**config.mk**
```make
export PLATFORM = sky130hd
export DESIGN_NAME = buzzer_tone_sequencer_core
export DESIGN_NICKNAME = d
export VERILOG_FILES = /design/src/rtl/btsq_pkg.sv /design/src/rtl/btsq_geiger.sv /design/src/rtl/btsq_step.sv /design/src/rtl/btsq_out_queue.sv /design/src/rtl/buzzer_tone_sequencer_core.sv
export SDC_FILE = /design/constraint.sdc
export NUM_CORES = 1
export LEC_CHECK = 0
export BUFFER_PORTS_ARGS = -buffer_cell sky130_fd_sc_hd__buf_4
export CORE_MARGIN = 10
export CORE_UTILIZATION = 34
export DETAILED_ROUTE_END_ITERATION = 8
export SLEW_MARGIN = 15
export SYNTH_ARGS = -nofsm -noshare
export SYNTH_HDL_FRONTEND = slang
export SYNTH_SLANG_ARGS = --single-unit
```
**constraint.sdc**
```tcl
create_clock -name clock -period 9.6 [get_ports clock]
set_input_delay 1.44 -clock clock [delete_from_list [all_inputs] [get_ports clock]]
set_output_delay 1.44 -clock clock [all_outputs]
set_load 0.05 [all_outputs]
```
**src/rtl/btsq_pkg.sv**
```systemverilog
// ----------------------------------------------------------------------------
// btsq_pkg
// shared types, constants and note pattern tables of the buzzer tone sequencer
// ----------------------------------------------------------------------------
package btsq_pkg;

   localparam int MAX_NOTES    = 8;
   localparam int NUM_PATTERNS = 13;
   localparam int NOTE_IDX_W   = $clog2(MAX_NOTES);
   localparam int LEN_W        = $clog2(MAX_NOTES + 1);

   // request kinds
   typedef enum logic [2:0] {
      REQ_TICK   = 3'd0,
      REQ_PLAY   = 3'd1,
      REQ_LOCK   = 3'd2,
      REQ_UNLOCK = 3'd3,
      REQ_RSSI   = 3'd4,
      REQ_ALARM  = 3'd5
   } req_kind_type;

   // pattern ids
   localparam logic [3:0] PAT_LAST_MODE     = 4'd4;
   localparam logic [3:0] PAT_LAST_CATEGORY = 4'd9;
   localparam logic [3:0] PAT_CONNECT       = 4'd10;
   localparam logic [3:0] PAT_DISCONNECT    = 4'd11;
   localparam logic [3:0] PAT_WARNING       = 4'd12;

   // timing limits in ms, siren pitches in Hz
   localparam logic [8:0]  NOTE_ELAPSED_MAX  = 9'd511;
   localparam logic [9:0]  CLICK_PERIOD_MAX  = 10'd1000;
   localparam logic [4:0]  CLICK_ELAPSED_MAX = 5'd31;
   localparam logic [4:0]  CLICK_LEN         = 5'd25;
   localparam logic [10:0] ALARM_LEN         = 11'd1500;
   localparam logic [8:0]  SIREN_PERIOD_LAST = 9'd299;
   localparam logic [8:0]  SIREN_HALF        = 9'd150;
   localparam logic [11:0] SIREN_HIGH_HZ     = 12'd2500;
   localparam logic [11:0] SIREN_LOW_HZ      = 12'd1800;

   // geiger clicker math
   localparam logic signed [7:0] RSSI_FLOOR   = -8'sd95;
   localparam logic signed [7:0] RSSI_CEIL    = -8'sd30;
   localparam logic signed [7:0] RSSI_RESET   = -8'sd90;
   localparam logic [11:0]       CLICK_BASE_HZ = 12'd500;
   localparam logic [9:0]        CLICK_BASE_MS = 10'd1000;
   // x/13 == (x * 40330) >> 19 for x below 2^18; folded with the 400 and 184 factors
   localparam int                RECIP_SHIFT  = 19;
   localparam logic [23:0]       FREQ_RECIP   = 24'(400 * 40330);
   localparam logic [22:0]       IVAL_RECIP   = 23'(184 * 40330);

   typedef struct packed {
      logic        alarm_busy;
      logic        jingle_busy;
      logic [11:0] tone_freq;
      logic        tone_on;
   } rsp_type;

   localparam logic [11:0] ROM_FREQ [NUM_PATTERNS][MAX_NOTES] = '{
      '{0: 523,  1: 659,  2: 784,  default: 0},
      '{0: 880,  1: 1175, 2: 1760, default: 0},
      '{0: 600,  1: 900,  2: 1200, default: 0},
      '{0: 1000, 1: 1400, 2: 1800, 3: 2400, default: 0},
      '{0: 1200, 1: 900,  2: 600,  default: 0},
      '{0: 1200, 1: 0,    2: 1200, default: 0},
      '{0: 900,  1: 0,    2: 900,  3: 0, 4: 900, default: 0},
      '{0: 1000, 1: 1400, 2: 1800, 3: 2300, default: 0},
      '{0: 2000, 1: 0, 2: 2000, 3: 0, 4: 2000, 5: 0, 6: 2000, default: 0},
      '{0: 800,  1: 600,  default: 0},
      '{0: 1500, 1: 2500, default: 0},
      '{0: 2500, 1: 1500, default: 0},
      '{0: 800,  1: 600,  default: 0}
   };

   localparam logic [8:0] ROM_DUR [NUM_PATTERNS][MAX_NOTES] = '{
      '{0: 80,  1: 80,  2: 120, default: 0},
      '{0: 60,  1: 60,  2: 120, default: 0},
      '{0: 70,  1: 70,  2: 120, default: 0},
      '{0: 50,  1: 50,  2: 50,  3: 100, default: 0},
      '{0: 70,  1: 70,  2: 140, default: 0},
      '{0: 250, 1: 130, 2: 250, default: 0},
      '{0: 260, 1: 80,  2: 90,  3: 70, 4: 90, default: 0},
      '{0: 60,  1: 60,  2: 60,  3: 110, default: 0},
      '{0: 45, 1: 55, 2: 45, 3: 55, 4: 45, 5: 55, 6: 45, default: 0},
      '{0: 150, 1: 200, default: 0},
      '{0: 100, 1: 150, default: 0},
      '{0: 150, 1: 100, default: 0},
      '{0: 150, 1: 200, default: 0}
   };

   localparam logic [LEN_W-1:0] ROM_LEN [NUM_PATTERNS] = '{
      LEN_W'(3), LEN_W'(3), LEN_W'(3), LEN_W'(4), LEN_W'(3), LEN_W'(3), LEN_W'(5),
      LEN_W'(4), LEN_W'(7), LEN_W'(2), LEN_W'(2), LEN_W'(2), LEN_W'(2)
   };

   function automatic logic [LEN_W-1:0] pat_len(input logic [3:0] pat);
      logic [LEN_W-1:0] n;
      n = '0;
      if (pat < 4'(NUM_PATTERNS)) begin
         n = ROM_LEN[pat];
      end
      return n;
   endfunction

   function automatic logic [11:0] note_freq(input logic [3:0] pat,
                                              input logic [NOTE_IDX_W-1:0] idx);
      logic [11:0] f;
      f = '0;
      if (pat < 4'(NUM_PATTERNS)) begin
         f = ROM_FREQ[pat][idx];
      end
      return f;
   endfunction

   function automatic logic [8:0] note_dur(input logic [3:0] pat,
                                            input logic [NOTE_IDX_W-1:0] idx);
      logic [8:0] d;
      d = '0;
      if (pat < 4'(NUM_PATTERNS)) begin
         d = ROM_DUR[pat][idx];
      end
      return d;
   endfunction

endpackage

```
**src/rtl/btsq_geiger.sv**
```systemverilog
// ----------------------------------------------------------------------------
// btsq_geiger
// click pitch and click interval from the locked target's rssi
// ----------------------------------------------------------------------------
module btsq_geiger (
   input  logic signed [7:0] rssi,
   output logic [11:0]       click_freq,
   output logic [9:0]        click_interval
);

   logic signed [7:0] clamped;
   logic [6:0]        above_floor;
   logic [30:0]       freq_prod;
   logic [29:0]       ival_prod;

   always_comb begin
      clamped = rssi;
      if (rssi < btsq_pkg::RSSI_FLOOR) begin
         clamped = btsq_pkg::RSSI_FLOOR;
      end else if (rssi > btsq_pkg::RSSI_CEIL) begin
         clamped = btsq_pkg::RSSI_CEIL;
      end
   end

   // distance above the floor, 0..65
   assign above_floor = 7'(clamped - btsq_pkg::RSSI_FLOOR);

   // constant multiplies stand in for the divide by 65
   assign freq_prod = 31'(above_floor) * 31'(btsq_pkg::FREQ_RECIP);
   assign ival_prod = 30'(above_floor) * 30'(btsq_pkg::IVAL_RECIP);

   assign click_freq     = btsq_pkg::CLICK_BASE_HZ
                         + 12'(freq_prod[btsq_pkg::RECIP_SHIFT +: 11]);
   assign click_interval = btsq_pkg::CLICK_BASE_MS
                         - ival_prod[btsq_pkg::RECIP_SHIFT +: 10];

endmodule

```
**src/rtl/btsq_step.sv**
```systemverilog
// ----------------------------------------------------------------------------
// btsq_step
// sequencer state and its update for each request
// ----------------------------------------------------------------------------
module btsq_step (
   input  logic              clock,
   input  logic              reset,
   input  logic              step_en,
   input  logic [2:0]        step_kind,
   input  logic [3:0]        step_pattern,
   input  logic signed [7:0] step_rssi,
   input  logic              csr_we,
   input  logic              csr_wdata,
   output btsq_pkg::rsp_type result
);

   localparam int IW = btsq_pkg::NOTE_IDX_W;

   logic        enable_ff, enable_in;
   logic [3:0]  pattern_ff, pattern_in;
   logic [IW-1:0] note_idx_ff, note_idx_in;
   logic [8:0]  note_elapsed_ff, note_elapsed_in;
   logic        jingle_ff, jingle_in;
   logic        note_started_ff, note_started_in;
   logic        locked_ff, locked_in;
   logic signed [7:0] rssi_ff, rssi_in;
   logic [9:0]  since_click_ff, since_click_in;
   logic [4:0]  click_elapsed_ff, click_elapsed_in;
   logic        click_ff, click_in;
   logic [10:0] alarm_elapsed_ff, alarm_elapsed_in;
   logic        alarm_ff, alarm_in;
   logic [8:0]  phase_ff, phase_in;
   logic        tone_on_ff, tone_on_in;
   logic [11:0] tone_freq_ff, tone_freq_in;

   logic [11:0] click_freq;
   logic [9:0]  click_interval;

   btsq_geiger u_geiger (
      .rssi           (rssi_ff),
      .click_freq     (click_freq),
      .click_interval (click_interval)
   );

   always_comb begin
      logic [btsq_pkg::LEN_W-1:0] len;
      logic [11:0]                f;
      enable_in        = enable_ff;
      pattern_in       = pattern_ff;
      note_idx_in      = note_idx_ff;
      note_elapsed_in  = note_elapsed_ff;
      jingle_in        = jingle_ff;
      note_started_in  = note_started_ff;
      locked_in        = locked_ff;
      rssi_in          = rssi_ff;
      since_click_in   = since_click_ff;
      click_elapsed_in = click_elapsed_ff;
      click_in         = click_ff;
      alarm_elapsed_in = alarm_elapsed_ff;
      alarm_in         = alarm_ff;
      phase_in         = phase_ff;
      tone_on_in       = tone_on_ff;
      tone_freq_in     = tone_freq_ff;
      len              = btsq_pkg::pat_len(pattern_ff);
      f                = '0;

      if (csr_we) begin
         enable_in = csr_wdata;
         if (!csr_wdata) begin
            tone_on_in   = 1'b0;
            tone_freq_in = '0;
         end
      end

      if (step_en) begin
         case (step_kind)
            btsq_pkg::REQ_TICK: begin
               // counters first; the siren phase wraps, the others saturate
               phase_in = (phase_ff == btsq_pkg::SIREN_PERIOD_LAST) ? '0 : phase_ff + 9'd1;
               if (note_elapsed_ff < btsq_pkg::NOTE_ELAPSED_MAX)
                  note_elapsed_in = note_elapsed_ff + 9'd1;
               if (since_click_ff < btsq_pkg::CLICK_PERIOD_MAX)
                  since_click_in = since_click_ff + 10'd1;
               if (click_elapsed_ff < btsq_pkg::CLICK_ELAPSED_MAX)
                  click_elapsed_in = click_elapsed_ff + 5'd1;
               if (alarm_elapsed_ff < btsq_pkg::ALARM_LEN)
                  alarm_elapsed_in = alarm_elapsed_ff + 11'd1;

               // pattern player
               if (jingle_ff) begin
                  if (btsq_pkg::LEN_W'(note_idx_ff) >= len) begin
                     jingle_in    = 1'b0;
                     note_idx_in  = '0;
                     tone_on_in   = 1'b0;
                     tone_freq_in = '0;
                  end else if (!note_started_ff) begin
                     note_started_in = 1'b1;
                     note_elapsed_in = '0;
                     f = btsq_pkg::note_freq(pattern_ff, note_idx_ff);
                     tone_on_in   = (f != '0) && enable_ff;
                     tone_freq_in = ((f != '0) && enable_ff) ? f : '0;
                  end else if (note_elapsed_in >= btsq_pkg::note_dur(pattern_ff, note_idx_ff))
                  begin
                     tone_on_in   = 1'b0;
                     tone_freq_in = '0;
                     note_idx_in  = note_idx_ff + IW'(1);
                     if (note_idx_in != '0 && btsq_pkg::LEN_W'(note_idx_in) < len) begin
                        note_elapsed_in = '0;
                        f = btsq_pkg::note_freq(pattern_ff, note_idx_in);
                        if (f != '0 && enable_ff) begin
                           tone_on_in   = 1'b1;
                           tone_freq_in = f;
                        end
                     end else begin
                        jingle_in       = 1'b0;
                        note_idx_in     = '0;
                        note_started_in = 1'b0;
                     end
                  end
               end

               // geiger clicker runs only with no pattern playing
               if (!jingle_in) begin
                  if (click_ff && click_elapsed_in >= btsq_pkg::CLICK_LEN) begin
                     tone_on_in   = 1'b0;
                     tone_freq_in = '0;
                     click_in     = 1'b0;
                  end
                  if (locked_ff) begin
                     if (since_click_in >= click_interval) begin
                        click_in         = 1'b1;
                        click_elapsed_in = '0;
                        since_click_in   = '0;
                        if (enable_ff) begin
                           tone_on_in   = 1'b1;
                           tone_freq_in = click_freq;
                        end
                     end
                  end else if (!click_in && !alarm_ff) begin
                     tone_on_in   = 1'b0;
                     tone_freq_in = '0;
                  end
               end

               // siren overrides
               if (alarm_ff) begin
                  if (alarm_elapsed_in < btsq_pkg::ALARM_LEN) begin
                     if (enable_ff) begin
                        tone_on_in   = 1'b1;
                        tone_freq_in = (phase_in < btsq_pkg::SIREN_HALF) ?
                                       btsq_pkg::SIREN_HIGH_HZ : btsq_pkg::SIREN_LOW_HZ;
                     end
                  end else begin
                     alarm_in     = 1'b0;
                     tone_on_in   = 1'b0;
                     tone_freq_in = '0;
                  end
               end
            end
            btsq_pkg::REQ_PLAY: begin
               if (step_pattern <= btsq_pkg::PAT_LAST_MODE
                   || step_pattern == btsq_pkg::PAT_CONNECT
                   || step_pattern == btsq_pkg::PAT_DISCONNECT
                   || (step_pattern <= btsq_pkg::PAT_LAST_CATEGORY && !jingle_ff && !alarm_ff)
                   || (step_pattern == btsq_pkg::PAT_WARNING && !alarm_ff)) begin
                  pattern_in      = step_pattern;
                  note_idx_in     = '0;
                  note_started_in = 1'b0;
                  note_elapsed_in = '0;
                  jingle_in       = 1'b1;
               end
            end
            btsq_pkg::REQ_LOCK, btsq_pkg::REQ_RSSI: begin
               locked_in = 1'b1;
               rssi_in   = step_rssi;
            end
            btsq_pkg::REQ_UNLOCK: begin
               locked_in    = 1'b0;
               tone_on_in   = 1'b0;
               tone_freq_in = '0;
            end
            btsq_pkg::REQ_ALARM: begin
               if (!alarm_ff) begin
                  alarm_in         = 1'b1;
                  alarm_elapsed_in = '0;
               end
            end
            default: begin
            end
         endcase
      end
   end

   always_ff @(posedge clock) begin
      if (reset) begin
         enable_ff        <= 1'b1;
         pattern_ff       <= '0;
         note_idx_ff      <= '0;
         note_elapsed_ff  <= '0;
         jingle_ff        <= 1'b0;
         note_started_ff  <= 1'b0;
         locked_ff        <= 1'b0;
         rssi_ff          <= btsq_pkg::RSSI_RESET;
         since_click_ff   <= btsq_pkg::CLICK_PERIOD_MAX;
         click_elapsed_ff <= '0;
         click_ff         <= 1'b0;
         alarm_elapsed_ff <= '0;
         alarm_ff         <= 1'b0;
         phase_ff         <= '0;
         tone_on_ff       <= 1'b0;
         tone_freq_ff     <= '0;
      end else begin
         enable_ff        <= enable_in;
         pattern_ff       <= pattern_in;
         note_idx_ff      <= note_idx_in;
         note_elapsed_ff  <= note_elapsed_in;
         jingle_ff        <= jingle_in;
         note_started_ff  <= note_started_in;
         locked_ff        <= locked_in;
         rssi_ff          <= rssi_in;
         since_click_ff   <= since_click_in;
         click_elapsed_ff <= click_elapsed_in;
         click_ff         <= click_in;
         alarm_elapsed_ff <= alarm_elapsed_in;
         alarm_ff         <= alarm_in;
         phase_ff         <= phase_in;
         tone_on_ff       <= tone_on_in;
         tone_freq_ff     <= tone_freq_in;
      end
   end

   // result shows the state after this request
   assign result.tone_on     = tone_on_in;
   assign result.tone_freq   = tone_freq_in;
   assign result.jingle_busy = jingle_in;
   assign result.alarm_busy  = alarm_in;

   a_silent_freq_zero: assert property (@(posedge clock) disable iff (reset)
      !tone_on_ff |-> tone_freq_ff == '0)
      else $error("tone frequency held while silent");

   a_idle_index_zero: assert property (@(posedge clock) disable iff (reset)
      !jingle_ff |-> note_idx_ff == '0)
      else $error("note index left over after pattern end");

   a_alarm_bounded: assert property (@(posedge clock) disable iff (reset)
      alarm_ff |-> alarm_elapsed_ff <= btsq_pkg::ALARM_LEN)
      else $error("alarm timer past siren length");

   a_muted_silent: assert property (@(posedge clock) disable iff (reset)
      (!enable_ff && !$past(step_en)) |-> !tone_on_ff)
      else $error("tone sounding while muted");

endmodule

```
**src/rtl/btsq_out_queue.sv**
```systemverilog
// ----------------------------------------------------------------------------
// btsq_out_queue
// two-entry result queue between the step logic and the result channel
// ----------------------------------------------------------------------------
module btsq_out_queue (
   input  logic              clock,
   input  logic              reset,
   input  logic              push,
   input  btsq_pkg::rsp_type push_data,
   output logic              can_push,
   output logic              pop_valid,
   input  logic              pop,
   output btsq_pkg::rsp_type pop_data
);

   btsq_pkg::rsp_type entry_ff [2];
   logic       wr_ptr_ff, wr_ptr_in;
   logic       rd_ptr_ff, rd_ptr_in;
   logic [1:0] count_ff, count_in;
   logic       do_push, do_pop;

   assign can_push  = count_ff != 2'd2;
   assign pop_valid = count_ff != 2'd0;
   assign pop_data  = entry_ff[rd_ptr_ff];
   assign do_push   = push && can_push;
   assign do_pop    = pop && pop_valid;

   always_comb begin
      wr_ptr_in = do_push ? ~wr_ptr_ff : wr_ptr_ff;
      rd_ptr_in = do_pop ? ~rd_ptr_ff : rd_ptr_ff;
      count_in  = count_ff + 2'(do_push) - 2'(do_pop);
   end

   always_ff @(posedge clock) begin
      if (reset) begin
         wr_ptr_ff <= 1'b0;
         rd_ptr_ff <= 1'b0;
         count_ff  <= '0;
      end else begin
         wr_ptr_ff <= wr_ptr_in;
         rd_ptr_ff <= rd_ptr_in;
         count_ff  <= count_in;
      end
   end

   always_ff @(posedge clock) begin
      if (do_push) begin
         entry_ff[wr_ptr_ff] <= push_data;
      end
   end

   a_no_overflow: assert property (@(posedge clock) disable iff (reset)
      count_ff == 2'd2 |=> count_ff != 2'd3)
      else $error("result queue overflow");

   a_ptrs_match_count: assert property (@(posedge clock) disable iff (reset)
      (count_ff == 2'd0 || count_ff == 2'd2) |-> wr_ptr_ff == rd_ptr_ff)
      else $error("queue pointers disagree with count");

endmodule

```
**src/rtl/buzzer_tone_sequencer_core.sv**
```systemverilog
// ----------------------------------------------------------------------------
// buzzer_tone_sequencer_core
// buzzer tone sequencer: note pattern player, geiger clicker and siren
// ----------------------------------------------------------------------------
// a result is written into the registered result queue when its request is taken and offered from it in order
// throughput: one request per cycle while the result queue has room, set by the state update
// a two-entry result queue keeps requests flowing while a result waits
// reset: synchronous, active high; buzzer enabled, all timers and tone cleared,
// target rssi -90 dBm and click interval counter saturated at 1000 ms
module buzzer_tone_sequencer_core (
   input  logic        clock,
   input  logic        reset,
   // request channel
   input  logic        req_tvalid,
   output logic        req_tready,
   input  logic [15:0] req_tdata,   // pattern_id [3:0], rssi_dbm [11:4], zero [15:12]
   input  logic [2:0]  req_tuser,   // req_type [2:0]
   // result channel
   output logic        rsp_tvalid,
   input  logic        rsp_tready,
   output logic [15:0] rsp_tdata,   // tone_on [0], tone_freq [12:1], jingle_busy [13],
                                    // alarm_busy [14], zero [15]
   // buzzer enable register
   input  logic        csr_we,
   input  logic        csr_wdata
);

   logic              req_transfer;
   btsq_pkg::rsp_type step_result;
   btsq_pkg::rsp_type rsp_data;

   // a request is taken whenever the result queue has room
   assign req_transfer = req_tvalid && req_tready;

   btsq_step u_step (
      .clock        (clock),
      .reset        (reset),
      .step_en      (req_transfer),
      .step_kind    (req_tuser),
      .step_pattern (req_tdata[3:0]),
      .step_rssi    (req_tdata[11:4]),
      .csr_we       (csr_we),
      .csr_wdata    (csr_wdata),
      .result       (step_result)
   );

   // result register plus skid entry
   btsq_out_queue u_out_queue (
      .clock     (clock),
      .reset     (reset),
      .push      (req_transfer),
      .push_data (step_result),
      .can_push  (req_tready),
      .pop_valid (rsp_tvalid),
      .pop       (rsp_tready),
      .pop_data  (rsp_data)
   );

   // pack result fields, lowest first
   assign rsp_tdata = {1'b0, rsp_data};

endmodule
```
==> metrics.txt, run 1 <==
# TYPE chip_impl_metric gauge
chip_impl_metric{name="worst_slew_margin_rel",unit="%"} 30.87
chip_impl_info{name="worst_hold_path.endpoint",value="u_step.phase_ff[1]"} 1
chip_impl_metric{name="detailedPlacementHpwl",unit="um"} 30110
chip_impl_metric{name="timing.reg2reg.worst_path_depth",unit=""} 38
chip_impl_metric{name="timing.clock.skew",unit="ns"} 0.01715
chip_impl_metric{name="fin_nets",unit=""} 1909
chip_impl_metric{name="timing.critical_path.arrival",unit="ns"} 9.29
chip_impl_metric{name="initial_antenna_violation_count",unit=""} 0
chip_impl_info{name="worst_path_most_repeated_cell",value="sky130_fd_sc_hd__ha_1"} 1
chip_impl_metric{name="reg_to_reg_slack_setup",unit="ns"} 0.49
chip_impl_metric{name="yosys_warnings",unit=""} 0
chip_impl_metric{name="global_routing_usage_summed_across_all_routing_layers",unit="%"} 16.32
chip_impl_info{name="unrepaired_setup_endpoints_after_global_routing",value="false"} 1
chip_impl_metric{name="chipHeight",unit="um"} 218.4
chip_impl_metric{name="yosysSeqAreaShare",unit="%"} 19.14
chip_impl_metric{name="routed-via-count",unit=""} 12770
chip_impl_info{name="critical-path-slowest-cell",value="sky130_fd_sc_hd__or4_1"} 1
chip_impl_info{name="holdCritPathClass",value="register to register"} 1
chip_impl_metric{name="post-route-drc-count",unit=""} 0
chip_impl_metric{name="drive_above_1_share",unit="%"} 11.14
chip_impl_metric{name="count_of_endpoints_failing_hold_in_the_final_timing_report",unit=""} 0
chip_impl_metric{name="grt_start_max_net_pins",unit=""} 66
chip_impl_metric{name="wirelength_met1",unit="um"} 17970
chip_impl_metric{name="min_path_cells",unit=""} 2
chip_impl_metric{name="setup_tns",unit="ns"} 0
chip_impl_metric{name="worst_skew_pair.late_latency",unit="ns"} 0.44
chip_impl_metric{name="setup_viol",unit=""} 0
chip_impl_metric{name="cts_num_sinks",unit=""} 113
chip_impl_metric{name="wire_length_per_cell_after_detailed_routing",unit="um"} 17.70
chip_impl_metric{name="routability_congestion_estimate",unit=""} 0.9409
chip_impl_metric{name="initial_core_util",unit="%"} 34.48
chip_impl_metric{name="dr_wl_met3",unit="um"} 2314
chip_impl_metric{name="max_clock_freq",unit="MHz"} 109.8
chip_impl_metric{name="layout-area-overhead-vs-synth",unit="%"} 11.14
chip_impl_info{name="topRoutingLayerUsed",value="met4"} 1
chip_impl_metric{name="synth_cells",unit=""} 1688
chip_impl_info{name="reg2reg_from",value="u_step.rssi_ff[3]"} 1
chip_impl_metric{name="synthesis.nets",unit=""} 1904
chip_impl_metric{name="vias_per_cell",unit=""} 5.742
chip_impl_info{name="worst_hold_startpoint",value="u_step.phase_ff[1]"} 1
chip_impl_info{name="r2r-end",value="u_out_queue.entry_ff[1][0]"} 1
chip_impl_metric{name="maxSlewViolCount",unit=""} 0
chip_impl_info{name="cts_tree",value="yes"} 1
chip_impl_metric{name="asyncSetResetFlopFracSynth",unit="%"} 0
chip_impl_info{name="cts_root_buf",value="sky130_fd_sc_hd__clkbuf_16"} 1
chip_impl_metric{name="count_of_flip_flops_with_a_built_in_enable_after_synthesis",unit=""} 30
chip_impl_metric{name="synth.ff_latch_count",unit=""} 113
chip_impl_info{name="synth_flop_cell",value="sky130_fd_sc_hd__dfxtp_1"} 1
chip_impl_metric{name="synth_area_per_cell",unit="sq um"} 7.931
chip_impl_metric{name="grt_pass1_vias",unit=""} 12020
chip_impl_metric{name="floorplan.io_pins",unit=""} 43
chip_impl_metric{name="worst_ir_drop_vdd",unit="mV"} 0.1914
chip_impl_metric{name="final_cells",unit=""} 2224
chip_impl_metric{name="io_buffer_count",unit=""} 37
chip_impl_metric{name="worst_slew_pin_slew",unit="ns"} 1.031
chip_impl_metric{name="dpl.cell_count",unit=""} 2191
chip_impl_metric{name="cts_made_buffers",unit=""} 17
chip_impl_metric{name="powerDensity",unit="nW/um^2"} 262.1
chip_impl_metric{name="fp-row-count",unit=""} 72
chip_impl_metric{name="cpPeakStageDelay",unit="ns"} 0.54
chip_impl_metric{name="number_of_distinct_library_cells_after_synthesis",unit=""} 102
chip_impl_metric{name="cts.path.max_buffers",unit=""} 2
chip_impl_metric{name="detailed_router_s_first_iteration_violation_count",unit=""} 1179
chip_impl_metric{name="crit_path_max_fanout",unit=""} 5
chip_impl_metric{name="finalWirelength",unit="um"} 39370
chip_impl_metric{name="grt_pass1_wl",unit="um"} 64220
chip_impl_info{name="critical_path.endpoint_type",value="register"} 1
chip_impl_metric{name="chipWidth",unit="um"} 218.4
chip_impl_metric{name="path_clk_slew",unit="ns"} 0.07
chip_impl_metric{name="final_util",unit="%"} 38.32
chip_impl_metric{name="layout_worst_path_cycle_share",unit="%"} 94.87
chip_impl_metric{name="dieArea",unit="sq um"} 47710
chip_impl_metric{name="detailroute.wirelength.met2",unit="um"} 18270
chip_impl_info{name="outcome",value="finished, final reports clean"} 1
chip_impl_metric{name="drt_pre_antenna_iters",unit=""} 5
chip_impl_metric{name="post_place_worst_slack",unit="ns"} 0.1727
chip_impl_metric{name="mappedNetlistArea",unit="sq um"} 13390
chip_impl_info{name="setup.worst_path.start_class",value="register"} 1
chip_impl_metric{name="globalRoute.totalOverflow",unit=""} 0
chip_impl_metric{name="cts_hold_buf",unit=""} 0
chip_impl_metric{name="floorplan_core_area",unit="sq um"} 38830
chip_impl_metric{name="ctsHtreeMaxLevel",unit=""} 4
chip_impl_info{name="path_class",value="register to register"} 1
chip_impl_metric{name="required",unit="ns"} 9.78
chip_impl_metric{name="min_period",unit="ns"} 9.108
chip_impl_metric{name="max_cap_violations",unit=""} 0
chip_impl_metric{name="cellLeakagePower",unit="nW"} 6.060
chip_impl_metric{name="antenna-diode-count",unit=""} 0
chip_impl_metric{name="antenna_left",unit=""} 0
chip_impl_metric{name="layout_setup_ws",unit="ns"} 0.4923
-- power by group --
part | internal (W) | switching [W] | total, W
registers | 0.000529 | 0.0000298 | 0.000559
logic | 0.00107 | 0.00159 | 0.00266
clock network | 0.000396 | 0.000282 | 0.000679
total | 0.00199 | 0.00191 | 0.00390
-- critical path, delay by kind of cell, from the launching register on --
kind | cells | cell delay [ns]
and+or+nand+nor | 14 | 3.09
adders and majority gates | 9 | 2.92
AOI/OAI and AO/OA | 9 | 1.72
xor gates and xnor gates | 1 | 0.14
buffers and inverters | 5 | 0.62
DFF | 1 | 0.34
-- layer usage --
metal  GRT usage, %  vias up
met3          1.961       56
met2          26.50      452
met1          22.11     6076
met4          5.022        0
li1               -     6187
met5              0        -
-- worst max-delay path by stage --
stage | from | end | slack (ns) | cells after the start
detailed placement | u_step.rssi_ff[3] | u_out_queue.entry_ff[0][8] | 0.17 | 39
finish | u_step.rssi_ff[3] | u_out_queue.entry_ff[1][0] | 0.49 | 38
floorplan | u_step.rssi_ff[2] | u_out_queue.entry_ff[0][0] | 0.15 | 40
global route | u_step.rssi_ff[3] | u_step.tone_on_ff | 0.03 | 39
CTS | u_step.rssi_ff[3] | u_out_queue.entry_ff[1][8] | 0.08 | 39
global placement | u_step.rssi_ff[3] | u_out_queue.entry_ff[0][8] | 0.28 | 39
-- cell families (layout without fill, tap and decap cells) --
family	Yosys count	in the layout	share of synthesized area (%)
compound gates	481	481	24.36
fa+ha+maj	192	192	20.00
xor+xnor	59	59	3.963
other cells	1	1	0.02801
flops	113	113	19.14
mux	48	48	3.981
simple gates	590	590	22.09
buf+inv	204	222	6.439
-- cells in the final DEF (no fill, tap or decap), drive strengths merged, types with 39 or more instances in the layout --
cell type | synthesis | layout
a21oi | 119 | 119
buf | 35 | 78
dfxtp | 83 | 83
ha | 154 | 154
inv | 109 | 119
nand2 | 136 | 136
nand3 | 45 | 45
nor2 | 161 | 161
nor3 | 46 | 46
o21ai | 100 | 100
xnor2 | 39 | 39
-- repair_timing --
item,4_1_cts,5_1_grt
endpoints found under the setup margin,0,39
setup buffers,0,1
resized for setup,0,19
hold endpoints to repair,0,0
-- cells in the mapped netlist (all sizes together) (12+ instances only) --
library cell	number	area share, %
ha	154	14
a22oi	16	0.90
mux2i	24	1.8
a21oi	119	4.5
xor2	19	1.2
a31oi	19	0.89
a21o	21	1.2
a211oi	28	1.6
o211ai	16	0.90
a311oi	13	0.90
nand4	19	0.89
xnor2	39	2.6
o21a	21	1.2
nor3	46	1.8
fa	37	5.5
nand3	45	1.7
buf	35	1.7
inv	109	3.1
edfxtp	30	6.7
nor2	161	4.5
a221oi	14	0.92
and2	23	1.1
o21ai	100	3.8
dfxtp	83	12
or3	12	0.60
mux2	22	1.9
and3	19	0.89
or2	20	0.95
nor2b	18	0.84
nand3b	12	0.67
nand2b	35	1.6
clkbuf	57	1.6
nand2	136	3.8
-- layout make-up --
type                       instances  area (sq um)
timing repair buffer              78         585.6
fill                            3964         23950
clock buffer                      17         425.4
multi-input combinational       1371         10050
clock inverter                    15         187.7
inverter                         112         420.4
sequential                       113          2566
tap                              518         648.1
-- flip-flops by register name (all words and copies together), names as in the netlist, named ones only --
name	flops
u_out_queue.count_ff	2
u_out_queue.entry_ff	30
u_out_queue.rd_ptr_ff	1
u_out_queue.wr_ptr_ff	1
u_step.alarm_elapsed_ff	11
u_step.alarm_ff	1
u_step.click_elapsed_ff	5
u_step.click_ff	1
u_step.enable_ff	1
u_step.jingle_ff	1
u_step.locked_ff	1
u_step.note_elapsed_ff	9
u_step.note_idx_ff	3
u_step.note_started_ff	1
u_step.pattern_ff	4
u_step.phase_ff	9
u_step.rssi_ff	8
u_step.since_click_ff	10
u_step.tone_freq_ff	12
u_step.tone_on_ff	1
-- through the flow --
stage	area (sq um)	total power [W]	hold WS, ns
6_report	14880	0.003900	0.4755
3_5_place_dp	14180	0.003145	0.4676
4_1_cts	14790	0.003848	0.4774
5_1_grt	14880	0.004227	0.4992
3_3_place_gp	14180	0.003106	0.4542
2_1_floorplan	13390	0.002470	0.4444
No activity file was read; power rests on OpenSTA's default activity.
==> inputs of run 2 (changes only) <==
- CELL_PAD_IN_SITES_DETAIL_PLACEMENT: not set -> 1
- CELL_PAD_IN_SITES_GLOBAL_PLACEMENT: not set -> 2
- PLACE_DENSITY_LB_ADDON: not set -> 0.1
==> metrics.txt, run 2 (synthesis results as in run 1) <==
# TYPE chip_impl_metric gauge
chip_impl_metric{name="count_of_endpoints_failing_hold_in_the_final_timing_report",unit=""} 0
chip_impl_info{name="critical-path-slowest-cell",value="sky130_fd_sc_hd__or4_1"} 1
chip_impl_metric{name="required",unit="ns"} 9.96
chip_impl_metric{name="timing.clock.skew",unit="ns"} 0.01672
chip_impl_metric{name="floorplan_core_area",unit="sq um"} 38830
chip_impl_metric{name="worst_skew_pair.late_latency",unit="ns"} 0.43
chip_impl_info{name="setup.worst_path.start_class",value="register"} 1
chip_impl_metric{name="min_period",unit="ns"} 9.020
chip_impl_metric{name="max_clock_freq",unit="MHz"} 110.9
chip_impl_metric{name="detailedPlacementHpwl",unit="um"} 35010
chip_impl_metric{name="floorplan.io_pins",unit=""} 43
chip_impl_metric{name="timing.critical_path.arrival",unit="ns"} 9.38
chip_impl_metric{name="chipWidth",unit="um"} 218.4
chip_impl_info{name="cts_tree",value="yes"} 1
chip_impl_metric{name="powerDensity",unit="nW/um^2"} 258.1
chip_impl_metric{name="ctsHtreeMaxLevel",unit=""} 4
chip_impl_info{name="outcome",value="finished, final reports clean"} 1
chip_impl_info{name="critical_path.endpoint_type",value="register"} 1
chip_impl_metric{name="cellLeakagePower",unit="nW"} 6.070
chip_impl_metric{name="layout-area-overhead-vs-synth",unit="%"} 11.32
chip_impl_metric{name="grt_pass1_wl",unit="um"} 73020
chip_impl_metric{name="dieArea",unit="sq um"} 47710
chip_impl_metric{name="worst_slew_margin_rel",unit="%"} 33.14
chip_impl_metric{name="initial_antenna_violation_count",unit=""} 0
chip_impl_metric{name="layout_worst_path_cycle_share",unit="%"} 93.96
chip_impl_metric{name="post-route-drc-count",unit=""} 0
chip_impl_metric{name="crit_path_max_fanout",unit=""} 6
chip_impl_metric{name="cpPeakStageDelay",unit="ns"} 0.48
chip_impl_metric{name="worst_ir_drop_vdd",unit="mV"} 0.1291
chip_impl_metric{name="setup_viol",unit=""} 0
chip_impl_metric{name="globalRoute.totalOverflow",unit=""} 0
chip_impl_metric{name="antenna_left",unit=""} 0
chip_impl_metric{name="worst_slew_pin_slew",unit="ns"} 1.003
chip_impl_metric{name="max_cap_violations",unit=""} 0
chip_impl_metric{name="cts_made_buffers",unit=""} 17
chip_impl_metric{name="setup_tns",unit="ns"} 0
chip_impl_info{name="layout_top_registers",value="u_out_queue.entry_ff x30, u_step.tone_freq_ff x12, u_step.alarm_elapsed_ff x11"} 1
chip_impl_metric{name="initial_core_util",unit="%"} 34.48
chip_impl_metric{name="routability_congestion_estimate",unit=""} 0.8672
chip_impl_metric{name="cts_num_sinks",unit=""} 113
chip_impl_metric{name="fin_nets",unit=""} 1914
chip_impl_metric{name="layout_setup_ws",unit="ns"} 0.5803
chip_impl_info{name="path_class",value="register to register"} 1
chip_impl_metric{name="grt_start_max_net_pins",unit=""} 71
chip_impl_metric{name="fin_worst_hold_slack",unit="ns"} 0.4759
chip_impl_metric{name="grt_pass1_vias",unit=""} 13020
chip_impl_info{name="biggest_register",value="u_out_queue.entry_ff"} 1
chip_impl_info{name="layout.cells.most_common_list",value="sky130_fd_sc_hd__nor2_1 (158), sky130_fd_sc_hd__ha_1 (152), sky130_fd_sc_hd__nand2_1 (136), sky130_fd_sc_hd__a21oi_1 (117), sky130_fd_sc_hd__inv_1 (107)"} 1
chip_impl_info{name="cts_root_buf",value="sky130_fd_sc_hd__clkbuf_16"} 1
chip_impl_metric{name="chipHeight",unit="um"} 218.4
chip_impl_metric{name="drive_above_1_share",unit="%"} 11.51
chip_impl_metric{name="cts.path.max_buffers",unit=""} 2
chip_impl_metric{name="fp-row-count",unit=""} 72
chip_impl_metric{name="global_routing_usage_summed_across_all_routing_layers",unit="%"} 18.97
chip_impl_metric{name="routed-via-count",unit=""} 12790
chip_impl_info{name="leading_cell_type_in_the_layout_fill_and_taps_excluded",value="sky130_fd_sc_hd__nor2_1"} 1
chip_impl_metric{name="finalWirelength",unit="um"} 45630
chip_impl_metric{name="maxSlewViolCount",unit=""} 0
chip_impl_metric{name="post_place_worst_slack",unit="ns"} 0.09210
chip_impl_metric{name="drt_pre_antenna_iters",unit=""} 4
chip_impl_metric{name="largest_register_ff_count",unit=""} 30
chip_impl_metric{name="fin_total_pwr",unit="W"} 0.003847
chip_impl_metric{name="detailed_router_s_first_iteration_violation_count",unit=""} 794
chip_impl_metric{name="path_clk_slew",unit="ns"} 0.07
chip_impl_metric{name="wire_length_per_cell_after_detailed_routing",unit="um"} 20.47
chip_impl_metric{name="cts_hold_buf",unit=""} 0
chip_impl_metric{name="antenna-diode-count",unit=""} 0
chip_impl_info{name="holdCritPathClass",value="register to register"} 1
chip_impl_metric{name="vias_per_cell",unit=""} 5.736
chip_impl_metric{name="io_buffer_count",unit=""} 37
-- run 2: cell type report --
| type | instances | area [sq um] |
|---|---|---|
| Clock inverter | 13 | 123.9 |
| Timing Repair Buffer | 83 | 623.1 |
| Sequential cell | 113 | 2566 |
| Clock buffer | 19 | 464.2 |
| Fill cell | 4654 | 23920 |
| Tap cell | 518 | 648.1 |
| Inverter | 112 | 420.4 |
| Multi-Input combinational cell | 1371 | 10060 |
-- run 2: worst max-delay path, delay by kind of cell, from the launching register on --
kind / cells / cell delay [ns]
adder cells (fa/ha/maj): 8 / 2.71
buffers and inverters: 4 / 0.47
AO/OA/AOI/OAI: 12 / 2.51
AND/OR/NAND/NOR: 12 / 2.91
flip-flops: 1 / 0.33
-- run 2: repair_timing --
| item | in CTS | in global routing |
|---|---|---|
| gates resized for setup | 0 | 20 |
| endpoints found under the setup margin | 0 | 43 |
| buffers inserted | 0 | 3 |
-- run 2: where the power goes --
group / leakage (nW) / internal (W) / switching (W)
combinational: 4.83 / 0.00106 / 0.00159
sequential: 0.963 / 0.000530 / 0.0000295
clock: 0.277 / 0.000382 / 0.000258
-- run 2: metrics by stage --
stage / std cells / utilization [%] / area, sq um
final: 2229 / 38.38 / 14900
after global routing: 2229 / 38.38 / 14900
after CTS: 2226 / 38.10 / 14790
after detailed placement: 2194 / 36.58 / 14200
after global placement: 2194 / 36.58 / 14200
after floorplan: 1688 / - / 13390
-- run 2: layer usage --
layer / vias to the layer above / part of all wire [%] / global-route usage [%]
met4: 0 / 1.8 / 4.791
li1: 6202 / - / -
met2: 213 / 47 / 31.93
met5: - / 0 / 0
met3: 40 / 3.4 / 2.528
met1: 6331 / 48 / 25.03
-- run 2: final timing paths --
| kind | from | end | slack (ns) | cells past startpoint |
|---|---|---|---|---|
| worst min register to register | u_step.phase_ff[1] | u_step.phase_ff[1] | 0.48 | 2 |
| worst min-delay path | u_step.phase_ff[1] | u_step.phase_ff[1] | 0.48 | 2 |
| worst max-delay path | u_step.rssi_ff[2] | u_step.tone_freq_ff[1] | 0.58 | 36 |
| worst max register to register | u_step.rssi_ff[2] | u_step.tone_freq_ff[1] | 0.58 | 36 |
